==> src/rtl/tree_path_page_address_generator_defines.svh <==
// Assertion macros used by the page address generator top level.
// Depends on nothing; the expanding module must provide clk and rst_n.
`ifndef TREE_PATH_PAGE_ADDRESS_GENERATOR_DEFINES_SVH
`define TREE_PATH_PAGE_ADDRESS_GENERATOR_DEFINES_SVH

// Same-cycle implication, checked outside reset.
`define TPAG_ASSERT_NOW(lbl, ante, cons, msg) \
  lbl: assert property (@(posedge clk) disable iff (!rst_n) (ante) |-> (cons)) \
    else $error(msg);

// Next-cycle implication, checked outside reset.
`define TPAG_ASSERT_NEXT(lbl, ante, cons, msg) \
  lbl: assert property (@(posedge clk) disable iff (!rst_n) (ante) |=> (cons)) \
    else $error(msg);

`endif

==> src/rtl/tpag_pkg.sv <==
// Shared types and constants of the tree path page address generator.
// Used by tpag_addr_pipe and the top level; depends on nothing.
package tpag_pkg;

  localparam int CFG_IDX_W  = 3;
  localparam int CFG_DATA_W = 17;
  localparam int PATH_W     = 63;
  localparam int SIZE_W     = 18;
  localparam int BYTES_W    = 17;
  localparam int LEVEL_W    = 3;
  localparam int SHIFT_W    = 7;
  localparam int PADDR_W    = 48;

  localparam logic [BYTES_W-1:0] BYTES_MAX = 17'h1FFFF;

  localparam logic [CFG_IDX_W-1:0] REG_TREE_LEVELS      = 3'd0;
  localparam logic [CFG_IDX_W-1:0] REG_PAGE_LEVEL_COUNT = 3'd1;
  localparam logic [CFG_IDX_W-1:0] REG_LEVELS_INNER     = 3'd2;
  localparam logic [CFG_IDX_W-1:0] REG_LEVELS_LEAF      = 3'd3;
  localparam logic [CFG_IDX_W-1:0] REG_INNER_BYTES      = 3'd4;
  localparam logic [CFG_IDX_W-1:0] REG_LEAF_BYTES       = 3'd5;
  localparam logic [CFG_IDX_W-1:0] REG_TAG_BYTES        = 3'd6;
  localparam logic [CFG_IDX_W-1:0] REG_CONTENTS_READY   = 3'd7;

  // Per-request control that travels with each level down the pipeline.
  typedef struct packed {
    logic [LEVEL_W-1:0] level;
    logic               last;
    logic               not_ready;
    logic [SIZE_W-1:0]  size;
  } req_ctl_t;

endpackage

==> src/rtl/tpag_addr_pipe.sv <==
// Three-stage address datapath: path shift, split multiply, final sum.
// Depends on tpag_pkg for the request control struct and field widths.
module tpag_addr_pipe #(
  parameter int ADDRESS_BITS = 48
) (
  input  logic                       clk,
  input  logic                       rst_n,
  input  logic                       in_valid,
  input  tpag_pkg::req_ctl_t         in_ctl,
  input  logic [tpag_pkg::PATH_W-1:0]  in_path,
  input  logic [tpag_pkg::SHIFT_W-1:0] in_shift,
  input  logic [ADDRESS_BITS-1:0]    in_start,
  input  logic                       out_ready,
  output logic                       adv,
  output logic                       out_valid,
  output tpag_pkg::req_ctl_t         out_ctl,
  output logic [ADDRESS_BITS-1:0]    out_addr
);

  localparam int HALF = (ADDRESS_BITS + 1) / 2;
  localparam int HI_W = ADDRESS_BITS - HALF;
  localparam int SW   = tpag_pkg::SIZE_W;
  localparam int WIDE = ADDRESS_BITS + SW;

  // Stage A: page index.
  logic                     va_r;
  tpag_pkg::req_ctl_t       ctl_a_r;
  logic [ADDRESS_BITS-1:0]  idx_a_r, idx_a_nxt;
  logic [ADDRESS_BITS-1:0]  start_a_r;
  // Stage B: partial products.
  logic                     vb_r;
  tpag_pkg::req_ctl_t       ctl_b_r;
  logic [HALF+SW-1:0]       lo_b_r, lo_b_nxt;
  logic [HI_W+SW-1:0]       hi_b_r, hi_b_nxt;
  logic [ADDRESS_BITS-1:0]  start_b_r;
  // Stage C: output register.
  logic                     vc_r;
  tpag_pkg::req_ctl_t       ctl_c_r;
  logic [ADDRESS_BITS-1:0]  addr_c_r, addr_c_nxt;

  logic [63:0]   path_shifted;
  logic [WIDE-1:0] sum_wide;

  assign adv = !vc_r || out_ready;

  always_comb begin
    if (in_shift >= tpag_pkg::SHIFT_W'(63)) begin
      path_shifted = '0;
    end else begin
      path_shifted = {1'b0, in_path} >> in_shift;
    end
    idx_a_nxt = path_shifted[ADDRESS_BITS-1:0];
  end

  assign lo_b_nxt = idx_a_r[HALF-1:0] * ctl_a_r.size;
  assign hi_b_nxt = idx_a_r[ADDRESS_BITS-1:HALF] * ctl_a_r.size;

  always_comb begin
    sum_wide = WIDE'(start_b_r) + WIDE'(lo_b_r) + (WIDE'(hi_b_r) << HALF);
    addr_c_nxt = sum_wide[ADDRESS_BITS-1:0];
  end

  always_ff @(posedge clk) begin
    if (!rst_n) begin
      va_r <= 1'b0;
      vb_r <= 1'b0;
      vc_r <= 1'b0;
    end else if (adv) begin
      va_r <= in_valid;
      vb_r <= va_r;
      vc_r <= vb_r;
    end
  end

  always_ff @(posedge clk) begin
    if (adv) begin
      ctl_a_r   <= in_ctl;
      idx_a_r   <= idx_a_nxt;
      start_a_r <= in_start;
      ctl_b_r   <= ctl_a_r;
      lo_b_r    <= lo_b_nxt;
      hi_b_r    <= hi_b_nxt;
      start_b_r <= start_a_r;
      ctl_c_r   <= ctl_b_r;
      addr_c_r  <= addr_c_nxt;
    end
  end

  assign out_valid = vc_r;
  assign out_ctl   = ctl_c_r;
  assign out_addr  = addr_c_r;

endmodule

==> src/rtl/tree_path_page_address_generator.sv <==
// Tree path page address generator: configuration registers, level sequencer
// and output mapping. Depends on tpag_pkg, tpag_addr_pipe and the defines header.
//
// Usage: a leaf path is transferred on the in_ channel (valid/ready). For each
// page level, root first, one request leaves on the out_ channel with the page's
// byte address, its size including the tag, and last_request on the leaf page.
// If contents_ready is clear, a single refusal result (not_ready set) is sent.
// Registers are written through cfg_we/cfg_index/cfg_wdata; the user must write
// them only while the block is idle; the block does not enforce it. The root
// request is valid once it has passed the four pipeline registers. Throughput:
// one request per cycle while out_ready does not stall; a path occupies the
// level sequencer for page_level_count levels (clamped to 1..MAX_PAGE_LEVELS,
// one for a refusal). The next path is taken in the cycle the sequencer issues
// the current path's last level. The sequencer feeds a four-register pipeline:
// sequencer, page index, partial products, output register. A stall on out_ready
// freezes the whole pipeline and the sequencer; nothing is dropped or repeated.
// Reset (synchronous, rst_n low) empties the pipeline and loads register defaults.
`include "tree_path_page_address_generator_defines.svh"

module tree_path_page_address_generator #(
  parameter int MAX_PAGE_LEVELS = 8,
  parameter int ADDRESS_BITS    = 48
) (
  input  logic                            clk,
  input  logic                            rst_n,
  input  logic                            cfg_we,
  input  logic [tpag_pkg::CFG_IDX_W-1:0]  cfg_index,
  input  logic [tpag_pkg::CFG_DATA_W-1:0] cfg_wdata,
  input  logic                            in_valid,
  output logic                            in_ready,
  input  logic [tpag_pkg::PATH_W-1:0]     in_leaf_path,
  output logic                            out_valid,
  input  logic                            out_ready,
  output logic [tpag_pkg::LEVEL_W-1:0]    out_level_index,
  output logic [tpag_pkg::PADDR_W-1:0]    out_page_address,
  output logic [tpag_pkg::BYTES_W-1:0]    out_page_bytes,
  output logic                            out_not_ready,
  output logic                            out_last_request
);

  localparam int LW    = (MAX_PAGE_LEVELS > 1) ? $clog2(MAX_PAGE_LEVELS) : 1;
  localparam int EXP_W = $clog2(ADDRESS_BITS + 64);
  localparam int SW    = tpag_pkg::SIZE_W;

  // Configuration registers.
  logic [6:0]  tree_levels_r;
  logic [3:0]  page_level_count_r;
  logic [5:0]  lpi_r;
  logic [5:0]  lpl_r;
  logic [16:0] inner_bytes_r;
  logic [16:0] leaf_bytes_r;
  logic [6:0]  tag_bytes_r;
  logic        contents_ready_r;

  // Level sequencer.
  logic                        busy_r, busy_nxt;
  logic [tpag_pkg::PATH_W-1:0] path_r, path_nxt;
  logic [LW-1:0]               lvl_r, lvl_nxt;
  logic [tpag_pkg::SHIFT_W-1:0] shift_r, shift_nxt;
  logic [ADDRESS_BITS-1:0]     start_r, start_nxt;
  logic [EXP_W-1:0]            exp_r, exp_nxt;
  logic                        nr_r, nr_nxt;

  logic [3:0]          cnt;
  logic                last_lvl;
  logic [5:0]          lpp;
  logic [SW-1:0]       size;
  logic [EXP_W-1:0]    exp_sum;
  logic                adv;
  logic                emit;
  logic                in_acc;
  tpag_pkg::req_ctl_t  seq_ctl;
  tpag_pkg::req_ctl_t  out_ctl;
  logic [ADDRESS_BITS-1:0] out_addr;

  always_ff @(posedge clk) begin
    if (!rst_n) begin
      tree_levels_r      <= 7'd1;
      page_level_count_r <= 4'd1;
      lpi_r              <= 6'd1;
      lpl_r              <= 6'd1;
      inner_bytes_r      <= 17'd64;
      leaf_bytes_r       <= 17'd64;
      tag_bytes_r        <= 7'd16;
      contents_ready_r   <= 1'b0;
    end else if (cfg_we) begin
      case (cfg_index)
        tpag_pkg::REG_TREE_LEVELS:      tree_levels_r      <= cfg_wdata[6:0];
        tpag_pkg::REG_PAGE_LEVEL_COUNT: page_level_count_r <= cfg_wdata[3:0];
        tpag_pkg::REG_LEVELS_INNER:     lpi_r              <= cfg_wdata[5:0];
        tpag_pkg::REG_LEVELS_LEAF:      lpl_r              <= cfg_wdata[5:0];
        tpag_pkg::REG_INNER_BYTES:      inner_bytes_r      <= cfg_wdata;
        tpag_pkg::REG_LEAF_BYTES:       leaf_bytes_r       <= cfg_wdata;
        tpag_pkg::REG_TAG_BYTES:        tag_bytes_r        <= cfg_wdata[6:0];
        tpag_pkg::REG_CONTENTS_READY:   contents_ready_r   <= cfg_wdata[0];
        default: ;
      endcase
    end
  end

  always_comb begin
    if (page_level_count_r == 4'd0) begin
      cnt = 4'd1;
    end else if (7'(page_level_count_r) > 7'(MAX_PAGE_LEVELS)) begin
      cnt = 4'(MAX_PAGE_LEVELS);
    end else begin
      cnt = page_level_count_r;
    end
  end

  assign last_lvl = nr_r || (7'(lvl_r) == (7'(cnt) - 7'd1));
  assign lpp      = last_lvl ? lpl_r : lpi_r;
  assign size     = SW'(last_lvl ? leaf_bytes_r : inner_bytes_r) + SW'(tag_bytes_r);
  assign exp_sum  = exp_r + EXP_W'(lpp);

  assign emit     = busy_r && adv;
  assign in_ready = adv && (!busy_r || last_lvl);
  assign in_acc   = in_valid && in_ready;

  always_comb begin
    busy_nxt  = busy_r;
    path_nxt  = path_r;
    lvl_nxt   = lvl_r;
    shift_nxt = shift_r;
    start_nxt = start_r;
    exp_nxt   = exp_r;
    nr_nxt    = nr_r;
    if (emit && last_lvl) begin
      busy_nxt = 1'b0;
    end
    if (in_acc) begin
      busy_nxt  = 1'b1;
      path_nxt  = in_leaf_path;
      lvl_nxt   = '0;
      shift_nxt = (tree_levels_r == 7'd0) ? 7'd0 : tree_levels_r - 7'd1;
      start_nxt = '0;
      exp_nxt   = '0;
      nr_nxt    = !contents_ready_r;
    end else if (emit) begin
      lvl_nxt   = lvl_r + LW'(1);
      // A shift that runs below zero behaves as zero, so it is held there.
      shift_nxt = (shift_r > 7'(lpp)) ? shift_r - 7'(lpp) : 7'd0;
      // The page count is a power of two; multiplying by it is a left shift.
      start_nxt = start_r + (ADDRESS_BITS'(size) << exp_r);
      exp_nxt   = (exp_sum > EXP_W'(ADDRESS_BITS)) ? EXP_W'(ADDRESS_BITS) : exp_sum;
    end
  end

  always_ff @(posedge clk) begin
    if (!rst_n) begin
      busy_r <= 1'b0;
    end else begin
      busy_r <= busy_nxt;
    end
  end

  always_ff @(posedge clk) begin
    path_r  <= path_nxt;
    lvl_r   <= lvl_nxt;
    shift_r <= shift_nxt;
    start_r <= start_nxt;
    exp_r   <= exp_nxt;
    nr_r    <= nr_nxt;
  end

  always_comb begin
    seq_ctl.level     = tpag_pkg::LEVEL_W'(lvl_r);
    seq_ctl.last      = last_lvl;
    seq_ctl.not_ready = nr_r;
    // A refusal carries size zero and start zero, so its address comes out zero.
    seq_ctl.size      = nr_r ? '0 : size;
  end

  tpag_addr_pipe #(
    .ADDRESS_BITS (ADDRESS_BITS)
  ) u_addr_pipe (
    .clk       (clk),
    .rst_n     (rst_n),
    .in_valid  (busy_r),
    .in_ctl    (seq_ctl),
    .in_path   (path_r),
    .in_shift  (shift_r),
    .in_start  (start_r),
    .out_ready (out_ready),
    .adv       (adv),
    .out_valid (out_valid),
    .out_ctl   (out_ctl),
    .out_addr  (out_addr)
  );

  assign out_level_index  = out_ctl.level;
  assign out_page_address = tpag_pkg::PADDR_W'(out_addr);
  assign out_page_bytes   = out_ctl.size[SW-1] ? tpag_pkg::BYTES_MAX
                                               : out_ctl.size[SW-2:0];
  assign out_not_ready    = out_ctl.not_ready;
  assign out_last_request = out_ctl.last;

  `TPAG_ASSERT_NOW(a_accept_only_on_advance, in_ready, adv,
                   "input taken while the pipeline is stalled")
  `TPAG_ASSERT_NOW(a_refusal_shape, out_valid && out_not_ready,
                   out_last_request && out_level_index == '0 && out_page_bytes == '0,
                   "refusal result is not a single empty last request")
  `TPAG_ASSERT_NOW(a_level_in_range, busy_r, 7'(lvl_r) < 7'(cnt),
                   "sequencer level beyond the page level count")
  `TPAG_ASSERT_NEXT(a_stall_holds_sequencer, busy_r && !adv,
                    busy_r && $stable(lvl_r) && $stable(start_r),
                    "sequencer moved during a stall")
  `TPAG_ASSERT_NEXT(a_last_level_frees, emit && last_lvl && !in_acc, !busy_r,
                    "sequencer still busy after its last level")

endmodule

==> config.mk <==
export PLATFORM = sky130hd
export DESIGN_NAME = tree_path_page_address_generator
export DESIGN_NICKNAME = d
export VERILOG_FILES = /design/src/rtl/tpag_pkg.sv /design/src/rtl/tpag_addr_pipe.sv /design/src/rtl/tree_path_page_address_generator.sv
export VERILOG_INCLUDE_DIRS = /design/src /design/src/rtl
export SDC_FILE = /design/constraint.sdc
export NUM_CORES = 2
export LEC_CHECK = 0
export BUFFER_PORTS_ARGS = -buffer_cell sky130_fd_sc_hd__buf_2
export CAP_MARGIN = 10
export CORE_MARGIN = 10
export CORE_UTILIZATION = 25
export DETAILED_ROUTE_END_ITERATION = 10
export PLACE_DENSITY_LB_ADDON = 0.1
export SLEW_MARGIN = 15
export SYNTH_ARGS = -nofsm -noshare
export SYNTH_HDL_FRONTEND = slang
export SYNTH_HIERARCHICAL = 1
export SYNTH_SLANG_ARGS = --single-unit
==> constraint.sdc <==
create_clock -name clk -period 42 [get_ports clk]
set_input_delay 4.2 -clock clk [delete_from_list [all_inputs] [get_ports clk]]
set_output_delay 4.2 -clock clk [all_outputs]
set_load 0.02 [all_outputs]
==> run_results.csv <==
group,metric,value,unit
global_routing,grtUsageTotal,14.8,%
hold_path,worstHoldStart,"u_addr_pipe/start_a_r[41]$_DFFE_PP_",
global_routing,grt_pass1_wl,251000,µm
synthesis,synth_nets,6279,
sta,clock.fmax,106,MHz
global_routing,grt-ovfl-total,0,
drt,drcViolationCount,0,
sta,finalSetupViolations,0,
clock_tree,path_clk_slew,0.06,ns
floorplan,core,202000,µm²
critical_path,arrival,5.23,ns
global_routing,antenna_found_initial,16,
synthesis,yosysWarnings,6,
clock_tree,ctsRootBufferMaster,"clkbuf_16",
synthesis,synth-seq-cells,525,
synthesis,synthCells,5290,
drt,wl_met1,78900,µm
sta,rsz0062_at_grt,"false",
place,dp_hpwl,128000,µm
global_routing,grt_pass1_vias,38900,
finish,postLayoutCoreUtil,28.1,%
synthesis,yosysTopAreaCell,"edfxtp_1",
clock_tree,cts_hold_buf,0,
sta,setup_tns,0,ns
sta,post-route-min-period,9.43,ns
power,power_leakage,26.1,nW
floorplan,die_x,470,µm
clock_tree,cts_resized,0,
drt,wl_met2,73500,µm
drt,wl_met3,7140,µm
critical_path,critPathKind,"input pin to output pin",
sta,hold_viol_final,0,
critical_path,r2r-end,"start_r[45]$_SDFFE_PP0P_",
power,vdd_drop_max,0.0000301,V
synthesis,yosysUniqueCellTypes,91,
run_status,status,"finished clean",
synthesis,async_flop_share,0,%
place,gp_congestion,0.841,
power,powerDensity,35.8,nW/µm²
floorplan,num_rows,165,
drt,antenna_left,0,
floorplan,start_util,25.1,%
floorplan,io-pin-count,160,
clock_tree,clock_latency,0.70,ns
global_routing,grt_max_degree,82,
drt,dr.max_layer_used,"met5",
synthesis,synth_area_leaders,"edfxtp_1 (24%), fa_1 (23%), ha_1 (7.9%)",
floorplan,fp.dieH,470,µm
drt,vias,36600,
drt,vias_per_cell,4.53,
sta,slew-limit-headroom,24.3,%
critical_path,start_kind,"input pin",
synthesis,synth_edf_count,398,
hold_path,hp-class,"flip-flop to flip-flop",
hold_path,hold_end,"u_addr_pipe/start_b_r[41]$_DFFE_PP_",
drt,drt_wl_total,165000,µm
critical_path,reg2reg_slack,33.08,ns
synthesis,synthesis.area,50700,µm²
synthesis,syn_avg_cell_area,9.59,µm²
critical_path,required,37.80,ns
synthesis,dominantRegCellSynth,"edfxtp_1",
critical_path,r2r-start,"page_level_count_r[1]$_SDFFE_PN0P_",
finish,drive_gt1_share,8.62,%
clock_tree,cts_buffer_depth,3,
sta,worstMarginPinSlew,1.13,ns
drt,wl_per_cell,20.4,µm
finish,final_cell_mix,"nand2_1 (938), inv_1 (737), fa_1 (580), edfxtp_1 (398), ha_1 (321)",
critical_path,ff2ff_path_depth,34,
drt,drt_iter0_drc,2214,
critical_path,end_kind,"output pin",
finish,nNetsFinal,6340,
clock_tree,numClockSinks,525,
hold_path,holdPathStages,0,
synthesis,synth-seq-area-share,28.6,%
critical_path,cp_max_fo,54,
sta,skew,0.0343,ns
clock_tree,cts_buffers,69,
place,portBuffers,159,
clock_tree,cts_tree,"built",
sta,slew_violations,0,
drt,dr.pass1.iters,5,
clock_tree,htree_levels,3,
clock_tree,post_cts_buffers,0,
finish,final_common_cell,"nand2_1",
floorplan,die_area,221000,µm²
finish,synthToLayoutAreaGrowth,12.0,%
sta,finalCritPeriodShare,22.4,%
run,maxCapViolations,0,
synthesis,netlist.area_leader.share,23.6,%
## metal layers
layer  GRT usage [%]  vias to the layer above
met5               0                        -
li1                -                    17400
met3            2.26                      192
met1            20.6                    18300
met4            4.55                        4
met2            23.5                      703
## worst max-delay path by stage
stage,cells after the start,startpoint,end,slack [ns]
after floorplan,2,out_ready,in_ready,24.71
after global placement,4,out_ready,in_ready,32.47
after detailed placement,4,out_ready,in_ready,32.47
after CTS,4,out_ready,in_ready,32.48
after global routing,34,page_level_count_r[1]$_SDFFE_PN0P_,start_r[45]$_SDFFE_PP0P_,32.32
final,4,out_ready,in_ready,32.57
## cells in the mapped netlist, types with 30 or more instances
| library cell | number |
|---|---|
| o21a_1 | 31 |
| nand3_1 | 50 |
| nor2_1 | 254 |
| a21oi_1 | 246 |
| nand2_1 | 938 |
| edfxtp_1 | 398 |
| o22ai_1 | 30 |
| clkbuf_1 | 219 |
| inv_1 | 737 |
| a21o_1 | 88 |
| xor2_1 | 61 |
| and2_1 | 244 |
| nor2b_1 | 50 |
| fa_1 | 580 |
| nor3_1 | 47 |
| ha_1 | 321 |
| mux2i_1 | 106 |
| a211oi_1 | 48 |
| xnor2_1 | 141 |
| mux4_2 | 48 |
| o21ai_0 | 120 |
| a21boi_0 | 51 |
| dfxtp_1 | 127 |
## registers in the layout (all words and copies together) (netlist names), 17 cells and up
register / count
inner_bytes_r: 17
leaf_bytes_r: 17
path_r: 63
start_r: 48
u_addr_pipe/ctl_a_r: 23
u_addr_pipe/ctl_b_r: 23
u_addr_pipe/hi_b_r: 24
u_addr_pipe/idx_a_r: 48
u_addr_pipe/lo_b_r: 42
u_addr_pipe/out_addr: 48
u_addr_pipe/out_ctl: 23
u_addr_pipe/start_a_r: 48
u_addr_pipe/start_b_r: 48
## final cells by class
cell class	count	area [µm²]
multi-input combinational	3765	32500
clock inverter	30	322
tap	2672	3340
inverter	742	2790
sequential	525	14500
timing repair buffer	248	1460
clock buffer	97	1930
antenna	7	17.5
fill	21600	145000
## through the flow
step	setup slack (ns)	hold WS [ns]	instances	instance area, µm²	power [W]
2_1_floorplan	24.71	0.400	5290	50700	0.00116
3_3_place_gp	32.47	0.400	7952	54500	0.00147
3_5_place_dp	32.47	0.405	7952	54500	0.00146
4_1_cts	32.48	0.414	8079	56800	0.00208
5_1_grt	32.32	0.420	8080	56800	0.00217
6_report	32.57	0.406	8086	56800	0.00204
## critical path, stage by stage
cell	delay [ns]
buf_2	0.07
nand2b_4	0.56
and2_1	0.22
buf_2	0.16
## power breakdown
group	leakage, nW	internal [W]	switching, W	total (W)
Combinational	19.4	0.000232	0.000468	0.000700
Sequential	5.62	0.000644	0.0000963	0.000740
Clock	1.08	0.000343	0.000253	0.000597
Total	26.1	0.00122	0.000817	0.00204
## kinds of logic after synthesis
| group | after synthesis | synth area share (%) |
|---|---|---|
| xor+xnor | 202 | 3.49 |
| buf+inv | 1000 | 7.46 |
| simple gates | 1707 | 15.0 |
| fa+ha+maj | 901 | 30.8 |
| mux | 171 | 4.60 |
| flops | 525 | 28.6 |
| compound gates | 784 | 10.1 |
No activity file was read; power rests on OpenSTA's default activity.
